===== src/hdl/tcc_pkg.sv =====
// ----------------------------------------------------------------------------
// tcc_pkg
// Shared types, widths, constant tables and arithmetic helpers of the
// trilinear cell coefficient pipeline.
// ----------------------------------------------------------------------------
package tcc_pkg;

  localparam int unsigned NUM_STAGES = 13;
  localparam int unsigned CFG_IDX_W  = 3;
  localparam int unsigned IDX_W      = 6;
  localparam int unsigned SIZE_W     = 31;
  localparam int unsigned WORD_W     = 32;
  localparam int unsigned BASE_W     = 40;
  localparam int unsigned DIFF_W     = 33;
  localparam int unsigned COMB_W     = 34;
  localparam int unsigned RAW_W      = 66;
  localparam int unsigned SUM_W      = 56;
  localparam int unsigned SPLIT      = 28;
  localparam int unsigned LO_W       = SPLIT + 1;
  localparam int unsigned HI_W       = SUM_W - SPLIT;
  localparam int unsigned PL_W       = LO_W + WORD_W;
  localparam int unsigned PH_W       = HI_W + WORD_W;
  localparam int unsigned WIDE_W     = 88;

  typedef logic signed [WORD_W-1:0] word_t;
  typedef logic signed [BASE_W-1:0] base_t;
  typedef logic signed [DIFF_W-1:0] diff_t;
  typedef logic signed [COMB_W-1:0] comb_t;
  typedef logic signed [RAW_W-1:0]  raw_t;
  typedef logic signed [SUM_W-1:0]  sum_t;
  typedef logic signed [PL_W-1:0]   pl_t;
  typedef logic signed [PH_W-1:0]   ph_t;
  typedef logic signed [WIDE_W-1:0] wide_t;

  typedef enum logic [CFG_IDX_W-1:0] {
    REG_CELL_SIZE_X = 3'd0,
    REG_CELL_SIZE_Y = 3'd1,
    REG_CELL_SIZE_Z = 3'd2,
    REG_ORIGIN_X    = 3'd3,
    REG_ORIGIN_Y    = 3'd4,
    REG_ORIGIN_Z    = 3'd5,
    REG_INV_NEG_VOL = 3'd6
  } cfg_idx_e;

  typedef struct packed {
    logic [NUM_STAGES-1:0] en;
    logic                  in_ready;
    logic                  out_valid;
  } pipe_ctrl_t;

  // Corner index is x*4 + y*2 + z. Difference n pairs with coordinate product n.
  localparam logic [2:0] D_POS [12] = '{3'd3, 3'd6, 3'd5, 3'd0, 3'd5, 3'd6,
                                        3'd3, 3'd0, 3'd6, 3'd5, 3'd3, 3'd0};
  localparam logic [2:0] D_NEG [12] = '{3'd7, 3'd2, 3'd1, 3'd4, 3'd7, 3'd4,
                                        3'd1, 3'd2, 3'd7, 3'd4, 3'd2, 3'd1};

  // Four-corner combinations; combination n pairs with coordinate n
  // (coordinate index is axis*2 + high).
  localparam logic [2:0] E_P1 [6] = '{3'd4, 3'd1, 3'd2, 3'd1, 3'd1, 3'd2};
  localparam logic [2:0] E_P2 [6] = '{3'd7, 3'd2, 3'd7, 3'd4, 3'd7, 3'd4};
  localparam logic [2:0] E_N1 [6] = '{3'd5, 3'd0, 3'd3, 3'd0, 3'd3, 3'd0};
  localparam logic [2:0] E_N2 [6] = '{3'd6, 3'd3, 3'd6, 3'd5, 3'd5, 3'd6};

  // Coordinate pair products: yz, then xz, then xy, low-low first.
  localparam logic [2:0] P_A [12] = '{3'd2, 3'd2, 3'd3, 3'd3, 3'd0, 3'd0,
                                      3'd1, 3'd1, 3'd0, 3'd0, 3'd1, 3'd1};
  localparam logic [2:0] P_B [12] = '{3'd4, 3'd5, 3'd4, 3'd5, 3'd4, 3'd5,
                                      3'd4, 3'd5, 3'd2, 3'd3, 3'd2, 3'd3};

  localparam wide_t SAT_HI = 88'sd2147483647;
  localparam wide_t SAT_LO = -88'sd2147483648;

  // Drop 16 fraction bits, rounding half away from zero.
  function automatic wide_t rnd16(input wide_t p);
    wide_t t;
    t = p + 88'sd32767 + $signed({87'b0, ~p[WIDE_W-1]});
    return t >>> 16;
  endfunction

  function automatic word_t sat32(input wide_t v);
    word_t r;
    if (v > SAT_HI) begin
      r = 32'sh7FFF_FFFF;
    end else if (v < SAT_LO) begin
      r = 32'sh8000_0000;
    end else begin
      r = v[WORD_W-1:0];
    end
    return r;
  endfunction

endpackage


===== src/hdl/tcc_pipe_ctrl.sv =====
// ----------------------------------------------------------------------------
// tcc_pipe_ctrl
// Valid bits and per-stage enables of the coefficient pipeline.
// ----------------------------------------------------------------------------
module tcc_pipe_ctrl
  import tcc_pkg::*;
(
  input  logic       clk_i,
  input  logic       rst_ni,
  input  logic       in_valid_i,
  input  logic       out_ready_i,
  output pipe_ctrl_t ctrl_o
);

  logic [NUM_STAGES-1:0] v_q;
  logic [NUM_STAGES-1:0] v_d;
  logic [NUM_STAGES-1:0] en;

  // A stage may load when some stage at or after it holds a bubble.
  always_comb begin
    logic [NUM_STAGES-1:0] low;
    for (int k = 0; k < NUM_STAGES; k++) begin
      low   = (NUM_STAGES'(1) << k) - NUM_STAGES'(1);
      en[k] = out_ready_i | ~&(v_q | low);
    end
  end

  always_comb begin
    v_d = v_q;
    if (en[0]) begin
      v_d[0] = in_valid_i;
    end
    for (int k = 1; k < NUM_STAGES; k++) begin
      if (en[k]) begin
        v_d[k] = v_q[k-1];
      end
    end
  end

  always_ff @(posedge clk_i or negedge rst_ni) begin
    if (!rst_ni) begin
      v_q <= '0;
    end else begin
      v_q <= v_d;
    end
  end

  assign ctrl_o.en        = en;
  assign ctrl_o.in_ready  = en[0];
  assign ctrl_o.out_valid = v_q[NUM_STAGES-1];

`ifndef SYNTH
  a_accept_fills: assert property (@(posedge clk_i) disable iff (!rst_ni)
    (in_valid_i && en[0]) |=> v_q[0])
    else $error("accepted word did not enter the first stage");
  a_stall_holds: assert property (@(posedge clk_i) disable iff (!rst_ni)
    (v_q[NUM_STAGES-1] && !out_ready_i) |=> v_q[NUM_STAGES-1])
    else $error("stalled result word was lost");
  a_full_blocks: assert property (@(posedge clk_i) disable iff (!rst_ni)
    ((&v_q) && !out_ready_i) |-> !en[0])
    else $error("input accepted while the pipeline is full and stalled");
`endif

endmodule


===== config.mk =====
export PLATFORM = sky130hd
export DESIGN_NAME = tcc_pipe_ctrl
export DESIGN_NICKNAME = d
export VERILOG_FILES = /design/src/hdl/tcc_pkg.sv /design/src/hdl/tcc_pipe_ctrl.sv
export SDC_FILE = /design/constraint.sdc
export NUM_CORES = 1
export LEC_CHECK = 0
export ABC_AREA = 1
export BUFFER_PORTS_ARGS = -buffer_cell sky130_fd_sc_hd__buf_2
export CORE_MARGIN = 3
export CORE_UTILIZATION = 43
export CTS_BUF_LIST = sky130_fd_sc_hd__clkbuf_16
export CTS_CLUSTER_SIZE = 40
export DETAILED_ROUTE_END_ITERATION = 8
export PLACE_DENSITY = 0.71
export SETUP_SLACK_MARGIN = 0.05
export SYNTH_ARGS = -nofsm -noshare
export SYNTH_HDL_FRONTEND = slang
export SYNTH_SLANG_ARGS = --single-unit

===== constraint.sdc =====
create_clock -name clk_i -period 0.9 [get_ports clk_i]
set_clock_uncertainty 0.1 [all_clocks]
set_input_delay 0.09 -clock clk_i [delete_from_list [all_inputs] [get_ports clk_i]]
set_output_delay 0.09 -clock clk_i [all_outputs]
set_load 0.1 [all_outputs]

==> out/results.md, run 1 <==
| Result | This run | Unit |
|:---|:---|:---|
| Outcome | did not finish | - |
| Fail Step | 4_1_cts | - |
| Error msg | [ERROR DPL-0038] Utilization greater than 100%, impossible to legalize | - |
| Number of enable-type register cells in the synthesized netlist | 0 | - |
| Synth cell count leaders | 28 x sky130_fd_sc_hd__nand2_1, 14 x sky130_fd_sc_hd__inv_1, 13 x sky130_fd_sc_hd__dfrtp_1 | - |
| Unique masters post-synth | 14 | - |
| CTS buffer count | 3 | - |
| Placed wire-length estimate | 1620 | um |
| Part of the Yosys area used for sequential elements | 53.2 | % |
| Top post-synthesis cells by area | sky130_fd_sc_hd__dfrtp_1 53%, sky130_fd_sc_hd__nand2_1 17%, sky130_fd_sc_hd__inv_1 8.6% | - |
| Initial Utilization | 50.3 | % |
| Post-synthesis instance area | 612 | um2 |
| Global placer's final weighted congestion | 0.808 | - |
| Maximum clock insertion buffer count | 2 | - |
| Synth Flop Type | sky130_fd_sc_hd__dfrtp_1 | - |
| Async set-reset flop share out of synthesis | 100 | % |
| Count of buffers inserted at the top-level ports | 18 | - |
| Buffer cell driving the clock tree root | sky130_fd_sc_hd__clkbuf_16 | - |
| #FFs+latches synth | 13 | - |
| Syn_nets | 81 | - |
| CTS H-tree depth | 1 | - |
| Height of the die | 43.7 | um |
| Most numerous cell in the Yosys netlist | sky130_fd_sc_hd__nand2_1 | - |
| Cell count after synthesis | 77 | - |
| I/O Pins | 19 | - |
| Synth warn | 0 | - |
| Die X | 43.7 | um |
| Cell type contributing the most total cell area after synthesis | sky130_fd_sc_hd__dfrtp_1 | - |
| Number of buffers added to fix hold violations after cts | 1 | - |
| Synth Area per Inst | 7.95 | um2 |
| Number of buffers added for setup after CTS | 11 | - |
| Area share of the leading cell type in the synthesized netlist | 53.2 | % |
| CTS Sinks | 13 | - |
| Number of standard-cell rows in the floorplan | 12 | - |
| Post-CTS resize count | 32 | - |
-- stage by stage --
stage          worst slack (ns)  area [um2]  util (%)  std cells
3_5_place_dp             -0.493        1140      93.5        125
3_3_place_gp             -0.401        1140      93.5        125
2_1_floorplan             -1.39         691         -         77
-- cells by family after synthesis --
| kind of cell | Yosys count | share of synthesized area, % |
|---|---|---|
| simple gates | 46 | 33.7 |
| buf+inv | 17 | 11.7 |
| flops | 13 | 53.2 |
| compound gates | 1 | 1.43 |
==> inputs of run 2 (changes only) <==
Settings changed: CORE_AREA from default to 3 3 64 66, CORE_MARGIN 3 to default, CORE_UTILIZATION 43 to default, CTS_BUF_LIST sky130_fd_sc_hd__clkbuf_16 to default, CTS_CLUSTER_SIZE 40 to default, DIE_AREA from default to 0 0 67 69, PLACE_DENSITY 0.71 to default, PLACE_DENSITY_LB_ADDON from default to 0.15, SETUP_SLACK_MARGIN 0.05 to default.
Clock period 0.9 ns to 1.15 ns, I/O delays scaled along.
==> run 2 against run 1 <==
The flow now finishes, with violations (setup timing). Synthesized cell count unchanged. Synthesized area stayed put.
==> out/results.md, run 2 <==
| Result | This run | Unit |
|:---|:---|:---|
| Outcome | finished, violations left | - |
| Violated checks | setup timing | - |
| Non-Filler Instances | 172 | - |
| Vias after detailed routing | 629 | - |
| Clock-pin slew of the registers on the worst-case setup and hold paths | 0.06 | ns |
| CP Class | reg2out | - |
| Final Util | 37.7 | % |
| Total core area | 0.00363 | mm2 |
| Worst reg-to-reg path cell count | 7 | - |
| Remaining design rule violation count | 0 | - |
| Initial Utilization | 16.8 | % |
| Highest clock frequency the design can meet | 0.654 | GHz |
| Area share of the leading cell type in the synthesized netlist | 53.2 | % |
| Signal arrival time at the worst endpoint | 1.31 | ns |
| Hold violation count in the final report | 0 | - |
| #FFs+latches synth | 13 | - |
| Max-slew violation total from the final report | 0 | - |
| Total power divided by cell area | 1590 | mW/mm2 |
| Setup WS pre-CTS | -0.152 | ns |
| Initial DRC Count | 9 | - |
| Leakage Power | 0.724 | nW |
| Top post-synthesis cells by area | sky130_fd_sc_hd__dfrtp_1 53%, sky130_fd_sc_hd__nand2_1 17%, sky130_fd_sc_hd__inv_1 8.6% | - |
| Final worst setup slack | -0.379 | ns |
| Post-synthesis instance area | 612 | um2 |
| Remaining antenna violation count | 0 | - |
| I/O Pins | 19 | - |
| Maximum clock insertion buffer count | 2 | - |
| Start of the worst register-to-register path | v_q[12]$_DFFE_PN0P_ | - |
| Part of the Yosys area used for sequential elements | 53.2 | % |
| Reg-to-reg endpoint | v_q[2]$_DFFE_PN0P_ | - |
| Clock tree from TritonCTS | built | - |
| Path type of the worst min-delay path | in2async | - |
| Post-layout total power | 2.17 | mW |
| CTS buffer count | 3 | - |
| Unique masters post-synth | 14 | - |
| Layout cell share with drive strength beyond 1 | 54.8 | % |
| Final worst-path cycle share | 133 | % |
| Wire length of the first global-routing pass | 3070 | um |
| Crit path largest cell delay | 0.39 | ns |
| Critical path startpoint category | register | - |
| Height of the die | 69 | um |
| Highest fanout seen on the critical path | 4 | - |
| Max Cap Viol | 0 | - |
| Maximum number of pins on one net before global-route repair | 14 | - |
| Reg2reg setup slack | -0.19 | ns |
| Critical path data required time | 0.94 | ns |
| Source of the critical timing path | v_q[12]$_DFFE_PN0P_ | - |
| Syn_nets | 81 | - |
| Initial DRT Pass Iterations | 4 | - |
| Most numerous cell in the Yosys netlist | sky130_fd_sc_hd__nand2_1 | - |
| Total Nets Final | 129 | - |
| Global-route usage over all layers | 8.63 | % |
| Count of buffers inserted at the top-level ports | 18 | - |
| CP max-delay cell | sky130_fd_sc_hd__dfrtp_1 | - |
| Flip-flop count of the largest register after layout | 13 | - |
| Layout overhead on the synthesized area | 124 | % |
| Largest reg by FF count | v_q | - |
| Number of enable-type register cells in the synthesized netlist | 0 | - |
| Async set-reset flop share out of synthesis | 100 | % |
| Clock period minus final worst setup slack | 1.53 | ns |
| Synth warn | 0 | - |
| Mean number of vias per cell | 3.66 | - |
| Placed Cells incl. Taps | 161 | - |
| Rel. slew slack | 79.3 | % |
| Die X | 67 | um |
| Initial antenna violation count | 0 | - |
| Number of standard-cell rows in the floorplan | 22 | - |
| CTS H-tree depth | 1 | - |
| Total negative setup slack | -4.79 | ns |
| Most frequent cells in the layout | 22 x sky130_fd_sc_hd__nand2_1, 20 x sky130_fd_sc_hd__buf_4, 14 x sky130_fd_sc_hd__buf_12 | - |
| Global placer's final weighted congestion | 0.717 | - |
| Leading cell type in the layout, fill and taps excluded | sky130_fd_sc_hd__nand2_1 | - |
| Maximum ir drop on the vdd rail | 0.466 | mV |
| Worst Max-Slew Pin Slew | 0.310 | ns |
| CTS Sinks | 13 | - |
| Setup repair after global routing missed its margin | yes | - |
| Placed wire-length estimate | 1370 | um |
| CP endpoint kind | output pin | - |
| Sequence of cells on the critical path | nand3_2 -> nor2_4 -> buf_12 -> nand3_4 -> buf_12 | - |
| Synth Flop Type | sky130_fd_sc_hd__dfrtp_1 | - |
| Synth Area per Inst | 7.95 | um2 |
| Floorplan die area | 0.00462 | mm2 |
| WL/cell | 10.1 | um |
| Aggregate routed wire length | 1730 | um |
| Synth cell count leaders | 28 x sky130_fd_sc_hd__nand2_1, 14 x sky130_fd_sc_hd__inv_1, 13 x sky130_fd_sc_hd__dfrtp_1 | - |
| Number of global-route vias before repair | 683 | - |
| Antenna fix cells | 0 | - |
| Buffer cell driving the clock tree root | sky130_fd_sc_hd__clkbuf_8 | - |
| # setup viols final | 16 | - |
| Clock latency at the later pin of the worst-skew pair | 0.24 | ns |
| Cell type contributing the most total cell area after synthesis | sky130_fd_sc_hd__dfrtp_1 | - |
| Cell count after synthesis | 77 | - |
| Crit-path most repeated cell | sky130_fd_sc_hd__buf_12 | - |
| Regs by FF count | v_q: 13 flops | - |
| Total grt overflow | 0 | - |
-- run 2: cell counts after synthesis --
Identical to the previous run, type by type.
-- run 2: layout make-up --
class / count / area [um2]
Fill cell: 373 / 2260
Timing Repair Buffer: 45 / 537
Multi-Input combinational cell: 47 / 345
Clock buffer: 4 / 45.0
Sequential cell: 13 / 325
Tap cell: 48 / 60.1
Inverter: 15 / 56.3
-- run 2: cell families after synthesis --
kind of cell,count (synthesis),synth area share (%)
buf+inv,17,11.7
simple gates,46,33.7
flops,13,53.2
compound gates,1,1.43
-- run 2: worst max path at each step --
stage | to | slack (ns) | depth (start not counted)
floorplan | ctrl_o[2] | -1.17 | 4
detailed placement | ctrl_o[6] | -0.15 | 6
global route | ctrl_o[4] | -0.46 | 5
finish | ctrl_o[4] | -0.38 | 5
global placement | ctrl_o[6] | -0.15 | 6
CTS | ctrl_o[4] | -0.38 | 5
-- run 2: metal layers --
layer  vias up  part of all wire (%)  track usage, %
met2        14                    48            13.2
li1        322                     -               -
met5         -                     0               0
met3         2                   6.1            2.61
met4         0                   2.1            4.73
met1       291                    44            10.6
-- run 2: critical path: cells and delay by family (launching register included) --
family	cells	cell delay (ns)
simple gates	3	0.35
flops	1	0.39
buf+inv	2	0.33
-- run 2: report_power, final --
group / switching, mW / internal, mW / leakage, nW
Sequential: 0.0263 / 0.500 / 0.124
Clock: 0.163 / 0.244 / 0.0228
Combinational: 0.762 / 0.476 / 0.577
Total: 0.951 / 1.22 / 0.724
-- run 2: what timing repair did --
action | in CTS | in global routing
buffers inserted | 2 | 3
hold buffers | 2 | 0
endpoints found under the hold margin | 14 | 0
gates resized for setup | 18 | 6
setup endpoints to repair | 17 | 24
pin swaps | 4 | 0
-- run 2: metrics by stage --
stage / hold slack, ns / instance area [um2]
after floorplan: -0.281 / 691
after global placement: -0.0722 / 1180
after detailed placement: -0.0655 / 1180
after CTS: 0.197 / 1330
after global routing: 0.230 / 1370
final: 0.190 / 1370
(Power assumes the default switching activity.)
==> inputs of run 3 (changes only) <==
Settings changed: REMOVE_ABC_BUFFERS from default to 1.
==> run 3 against run 2 <==
Global-route usage is 0.098 points lower. The run still ends with setup timing left. Critical path depth stayed put. Sequential share of layout area increased by 1.3 points. Highest routed layer unchanged. Utilization down 2.0 points. Setup slack got worse by 0.016 ns.
==> out/results.md, run 3 (synthesized netlist as in run 2, its figures left out) <==
| Result | This run | Unit |
|:---|:---|:---|
| Leakage Power | 0.712 | nW |
| Max Cap Viol | 0 | - |
| Violated checks | setup timing | - |
| CP Class | reg2out | - |
| Maximum number of pins on one net before global-route repair | 14 | - |
| Outcome | finished, violations left | - |
| Initial DRT Pass Iterations | 4 | - |
| Clock-pin slew of the registers on the worst-case setup and hold paths | 0.06 | ns |
| Hold violation count in the final report | 0 | - |
| Relative contribution of the clock network to total power | 19.7 | % |
| Critical path startpoint category | register | - |
| Final worst setup slack | -0.395 | ns |
| Switching power of the nets | 0.908 | mW |
| Rel. slew slack | 79.1 | % |
| Met1 demand-to-capacity share in global routing | 10.8 | % |
| Global-route usage over all layers | 8.53 | % |
| Highest clock frequency the design can meet | 0.647 | GHz |
| Logic pwr share | 55.1 | % |
| Initial Utilization | 16.8 | % |
| # setup viols final | 19 | - |
| Total grt overflow | 0 | - |
| GRT met3 Usage | 2.61 | % |
| Fraction of power consumed by sequential logic | 25.2 | % |
| Most frequent cells in the layout | 21 x sky130_fd_sc_hd__nand2_1, 17 x sky130_fd_sc_hd__buf_4, 15 x sky130_fd_sc_hd__buf_12 | - |
| Number of global-route vias before repair | 646 | - |
| Flip-flop count of the largest register after layout | 13 | - |
| CP endpoint kind | output pin | - |
| CP max-delay cell | sky130_fd_sc_hd__dfrtp_1 | - |
| Largest reg by FF count | v_q | - |
| CTS buffer count | 3 | - |
| Max-slew violation total from the final report | 0 | - |
| Worst Max-Slew Pin Slew | 0.313 | ns |
| Signal arrival time at the worst endpoint | 1.33 | ns |
| Critical path data required time | 0.94 | ns |
| Total core area | 0.00363 | mm2 |
| GR Layer Usage met2 | 12.0 | % |
| Clock latency at the later pin of the worst-skew pair | 0.24 | ns |
| Global placer's final weighted congestion | 0.717 | - |
| Buffer cell driving the clock tree root | sky130_fd_sc_hd__clkbuf_8 | - |
| Highest fanout seen on the critical path | 7 | - |
| Remaining antenna violation count | 0 | - |
| Proportion of total power due to net switching | 43.6 | % |
| Floorplan die area | 0.00462 | mm2 |
| Setup repair after global routing missed its margin | yes | - |
| Internal power | 1.17 | mW |
| Post-layout total power | 2.08 | mW |
| Setup WS pre-CTS | -0.168 | ns |
| Most used routing layer | met2 | - |
| Initial antenna violation count | 0 | - |
| Area taken by flip-flops and latches | 325 | um2 |
| Count of buffers inserted at the top-level ports | 18 | - |
| Layout cell share with drive strength beyond 1 | 51.6 | % |
| Leading cell type in the layout, fill and taps excluded | sky130_fd_sc_hd__nand2_1 | - |
| Placed wire-length estimate | 1290 | um |
| Path type of the worst min-delay path | in2async | - |
| Initial DRC Count | 7 | - |
| Remaining design rule violation count | 0 | - |
| Final worst-path cycle share | 134 | % |
| Layout overhead on the synthesized area | 112 | % |
| Wire length of the first global-routing pass | 2930 | um |
| Maximum ir drop on the vdd rail | 0.512 | mV |
| Mean number of vias per cell | 3.62 | - |
| Cell area after layout | 0.00130 | mm2 |
| Total power divided by cell area | 1600 | mW/mm2 |
| Antenna fix cells | 0 | - |
| Regs by FF count | v_q: 13 flops | - |
| Total Nets Final | 127 | - |
| Die X | 67 | um |
| Number of standard-cell rows in the floorplan | 22 | - |
| WL/cell | 9.78 | um |
| Height of the die | 69 | um |
| Aggregate routed wire length | 1660 | um |
| Clock tree from TritonCTS | built | - |
| Area occupied by multi-input gates | 280 | um2 |
| Sequence of cells on the critical path | nand3_2 -> nor2_4 -> buf_4 -> nand3_4 -> buf_12 | - |
| CTS H-tree depth | 1 | - |
| I/O Pins | 19 | - |
| Vias after detailed routing | 615 | - |
| Crit path largest cell delay | 0.39 | ns |
| Clock period minus final worst setup slack | 1.54 | ns |
| CTS Sinks | 13 | - |
| Placed Area | 0.00108 | mm2 |
| Maximum clock insertion buffer count | 2 | - |
| Number of fill cells in the layout | 401 | - |
[run 3: cell count changes in the layout (fill, tap and decap cells not counted), moves of 2 or more]
cell | previous run | this run
sky130_fd_sc_hd__inv_2 | 3 | 1
sky130_fd_sc_hd__nand3_1 | 0 | 3
sky130_fd_sc_hd__nand2_8 | 2 | 0
sky130_fd_sc_hd__nand2_4 | 1 | 3
sky130_fd_sc_hd__nor2_4 | 4 | 1
sky130_fd_sc_hd__nand3_4 | 5 | 2
sky130_fd_sc_hd__inv_1 | 12 | 14
sky130_fd_sc_hd__nor2_2 | 1 | 5
sky130_fd_sc_hd__buf_4 | 20 | 17
[run 3: cell type report]
type / count / area share [%]
repair buffers: 43 / 40.9
multi-input cells: 47 / 21.6
well taps: 48 / 4.63
clock buffers: 4 / 3.47
inverters: 15 / 4.34
flip-flops and latches: 13 / 25.1
[run 3: stage by stage]
step	cells	utilization, %	hold slack [ns]	setup TNS (ns)
after detailed placement	155	29.6	-0.0665	-1.51
final	170	35.7	0.192	-5.29
after floorplan	75	-	-0.281	-31.12
after global placement	155	29.6	-0.0705	-1.49
after global routing	170	35.7	0.218	-7.15
after CTS	166	34.3	0.197	-5.38
[run 3: critical path, delay by kind of cell, from the launching register on]
| family | cells | cell delay (ns) |
|---|---|---|
| flops | 1 | 0.39 |
| simple gates | 3 | 0.37 |
| buf+inv | 2 | 0.33 |
[run 3: path summary, 6_finish.rpt]
path | from | endpoint | slack, ns | cells after the start
min reg2reg | v_q[1]$_DFFE_PN0P_ | v_q[2]$_DFFE_PN0P_ | 0.36 | 2
max | v_q[11]$_DFFE_PN0P_ | ctrl_o[4] | -0.39 | 5
min in group clk_i | out_ready_i | v_q[10]$_DFFE_PN0P_ | 0.21 | 5
max in group asynchronous | rst_ni | v_q[3]$_DFFE_PN0P_ | 0.52 | 2
max reg2reg | v_q[11]$_DFFE_PN0P_ | v_q[7]$_DFFE_PN0P_ | -0.13 | 7
min | rst_ni | v_q[9]$_DFFE_PN0P_ | 0.19 | 2
[run 3: repair_timing]
action | CTS | global route
resized for setup | 16 | 10
endpoints found under the hold margin | 14 | 0
buffers inserted | 6 | 7
setup endpoints to repair | 18 | 26
gates cloned | 0 | 0
hold buffers | 2 | 0
pin swaps | 2 | 6
[run 3: power groups by stage]
stage,registers [mW],logic [mW],clock network (mW)
final,0.524,1.15,0.410
after global routing,0.530,1.21,0.452
after CTS,0.526,1.12,0.425
after detailed placement,0.535,1.05,0
after global placement,0.532,1.05,0
after floorplan,0.534,0.633,0
[run 3: per-layer routing]
metal / part of all wire (%) / vias to the layer above / wire length [um]
met5: 0 / - / 0
met4: 4.0 / 0 / 66
met3: 4.0 / 5 / 67
met2: 51 / 11 / 842
met1: 41 / 280 / 685
li1: - / 319 / -
==> inputs of run 4 (changes only) <==
Settings changed: CTS_BUF_LIST from default to sky130_fd_sc_hd__clkbuf_8.
==> run 4 against run 3 <==
The run still ends with setup timing left. Sequential power about the same. Register-to-register slack about the same. Critical path depth unchanged. Combinational power about the same. Sequential share of layout area unchanged. Hold slack about the same. Count of clock-buffer cells in the layout down 1. Utilization unchanged. Largest cell class unchanged. Highest routed layer unchanged.
==> out/results.md, run 4 (synthesized netlist as in run 2, its figures left out) <==
| Result | This run | Unit |
|:---|:---|:---|
| Highest clock frequency the design can meet | 0.647 | GHz |
| Count of buffers inserted at the top-level ports | 18 | - |
| CP Class | reg2out | - |
| Final worst setup slack | -0.395 | ns |
| Highest fanout seen on the critical path | 7 | - |
| Rel. slew slack | 79.1 | % |
| Relative contribution of the clock network to total power | 19.4 | % |
| Number of global-route vias before repair | 646 | - |
| Critical path data required time | 0.94 | ns |
| Layout overhead on the synthesized area | 112 | % |
| Number of fill cells in the layout | 401 | - |
| Total Nets Final | 127 | - |
| Area occupied by multi-input gates | 280 | um2 |
| WL/cell | 9.78 | um |
| CP endpoint kind | output pin | - |
| Mean number of vias per cell | 3.62 | - |
| Aggregate routed wire length | 1660 | um |
| Wire length of the first global-routing pass | 2930 | um |
| Remaining design rule violation count | 0 | - |
| Start of the worst register-to-register path | v_q[11]$_DFFE_PN0P_ | - |
| Initial DRT Pass Iterations | 4 | - |
| Total power divided by cell area | 1600 | mW/mm2 |
| Violated checks | setup timing | - |
| Vias after detailed routing | 615 | - |
| CP max-delay cell | sky130_fd_sc_hd__dfrtp_1 | - |
| Source of the critical timing path | v_q[11]$_DFFE_PN0P_ | - |
| Global-route usage over all layers | 8.53 | % |
| Initial antenna violation count | 0 | - |
| Met1 demand-to-capacity share in global routing | 10.8 | % |
| Floorplan die area | 0.00462 | mm2 |
| Fraction of power consumed by sequential logic | 25.3 | % |
| Buffers and inverters on the worst path | 2 | - |
| GR Layer Usage met2 | 12.0 | % |
| Maximum ir drop on the vdd rail | 0.498 | mV |
| Leading cell type in the layout, fill and taps excluded | sky130_fd_sc_hd__nand2_1 | - |
| Path type of the worst min-delay path | in2async | - |
| Clock latency at the later pin of the worst-skew pair | 0.24 | ns |
| Initial Utilization | 16.8 | % |
| Clock-pin slew of the registers on the worst-case setup and hold paths | 0.06 | ns |
| Placed wire-length estimate | 1290 | um |
| GRT met3 Usage | 2.61 | % |
| Hold violation count in the final report | 0 | - |
| I/O Pins | 19 | - |
| Max-slew violation total from the final report | 0 | - |
| Flip-flop count of the largest register after layout | 13 | - |
| Signal arrival time at the worst endpoint | 1.33 | ns |
| Setup repair after global routing missed its margin | yes | - |
| Max Cap Viol | 0 | - |
| Placed Area | 0.00108 | mm2 |
| Cell area after layout | 0.00130 | mm2 |
| Sequence of cells on the critical path | nand3_2 -> nor2_4 -> buf_4 -> nand3_4 -> buf_12 | - |
| Final Util | 35.7 | % |
| Cell class contributing the biggest share of worst-path delay | flip-flops | - |
| Initial DRC Count | 7 | - |
| Switching power of the nets | 0.909 | mW |
| Logic pwr share | 55.4 | % |
| CTS Sinks | 13 | - |
| Largest reg by FF count | v_q | - |
| CTS H-tree depth | 1 | - |
| Final worst-path cycle share | 134 | % |
| Worst Max-Slew Pin Slew | 0.313 | ns |
| Number of standard-cell rows in the floorplan | 22 | - |
| Clock tree from TritonCTS | built | - |
| Remaining antenna violation count | 0 | - |
| Global placer's final weighted congestion | 0.717 | - |
| Critical path startpoint category | register | - |
| Total grt overflow | 0 | - |
| Die X | 67 | um |
| Clock period minus final worst setup slack | 1.54 | ns |
| Area taken by flip-flops and latches | 325 | um2 |
| Crit path largest cell delay | 0.39 | ns |
| Setup WS pre-CTS | -0.168 | ns |
| Proportion of total power due to net switching | 43.8 | % |
| Antenna fix cells | 0 | - |
| Height of the die | 69 | um |
| CTS buffer count | 3 | - |
| Layout cell share with drive strength beyond 1 | 51.6 | % |
| Buffer cell driving the clock tree root | sky130_fd_sc_hd__clkbuf_8 | - |
| Leakage Power | 0.716 | nW |
| Outcome | finished, violations left | - |
| Most frequent cells in the layout | 21 x sky130_fd_sc_hd__nand2_1, 17 x sky130_fd_sc_hd__buf_4, 15 x sky130_fd_sc_hd__inv_1, 15 x sky130_fd_sc_hd__buf_12, 13 x sky130_fd_sc_hd__dfrtp_1 | - |
| Total core area | 0.00363 | mm2 |
| Internal power | 1.17 | mW |
| # setup viols final | 19 | - |
| Maximum clock insertion buffer count | 2 | - |
| Regs by FF count | v_q: 13 flops | - |
| Most used routing layer | met2 | - |
| Maximum number of pins on one net before global-route repair | 14 | - |
-- run 4: cell types whose count changed in the layout (fill, tap and decap cells not counted), sizes merged --
cell and change:
inv +1, clkbuf -1
-- run 4: timing repair --
action,CTS,global route
gates cloned,0,0
hold buffers,2,0
setup endpoints to repair,18,26
gates resized for setup,16,10
pin swaps,2,6
endpoints found under the hold margin,14,0
buffers inserted,6,7
-- run 4: worst paths after layout --
path | endpoint | slack [ns] | cells after the start
hold reg to reg | v_q[2]$_DFFE_PN0P_ | 0.36 | 2
setup reg to reg | v_q[7]$_DFFE_PN0P_ | -0.12 | 7
max in group asynchronous | v_q[3]$_DFFE_PN0P_ | 0.52 | 2
setup / recovery | ctrl_o[4] | -0.39 | 5
min in group clk_i | v_q[10]$_DFFE_PN0P_ | 0.21 | 5
hold / removal | v_q[9]$_DFFE_PN0P_ | 0.19 | 2
-- run 4: metal layers --
| metal | vias to the layer above | wire length, um |
|---|---|---|
| met2 | 11 | 842 |
| met1 | 280 | 686 |
| li1 | 319 | - |
| met3 | 5 | 67 |
| met5 | - | 0 |
| met4 | 0 | 66 |
-- run 4: metrics by stage --
step	hold WS, ns	TNS [ns]	power, mW	cells
final	0.192	-5.28	2.07	170
after global routing	0.218	-7.15	2.18	170
after CTS	0.197	-5.38	2.06	166
after detailed placement	-0.0665	-1.51	1.58	155
after global placement	-0.0705	-1.49	1.58	155
after floorplan	-0.281	-31.12	1.17	75
-- run 4: power by group through the flow --
| stage | registers [mW] | clock network, mW | logic, mW |
|---|---|---|---|
| CTS | 0.526 | 0.417 | 1.12 |
| global placement | 0.532 | 0 | 1.05 |
| finish | 0.524 | 0.402 | 1.15 |
| detailed placement | 0.535 | 0 | 1.05 |
| global route | 0.530 | 0.443 | 1.21 |
| floorplan | 0.534 | 0 | 0.633 |
-- run 4: cell type report --
cell class	count	share of cell area, %
Inverter	15	4.34
Timing Repair Buffer	43	40.9
Sequential cell	13	25.1
Tap cell	48	4.63
Multi-Input combinational cell	47	21.6
Clock inverter	1	0.289
Clock buffer	3	3.18
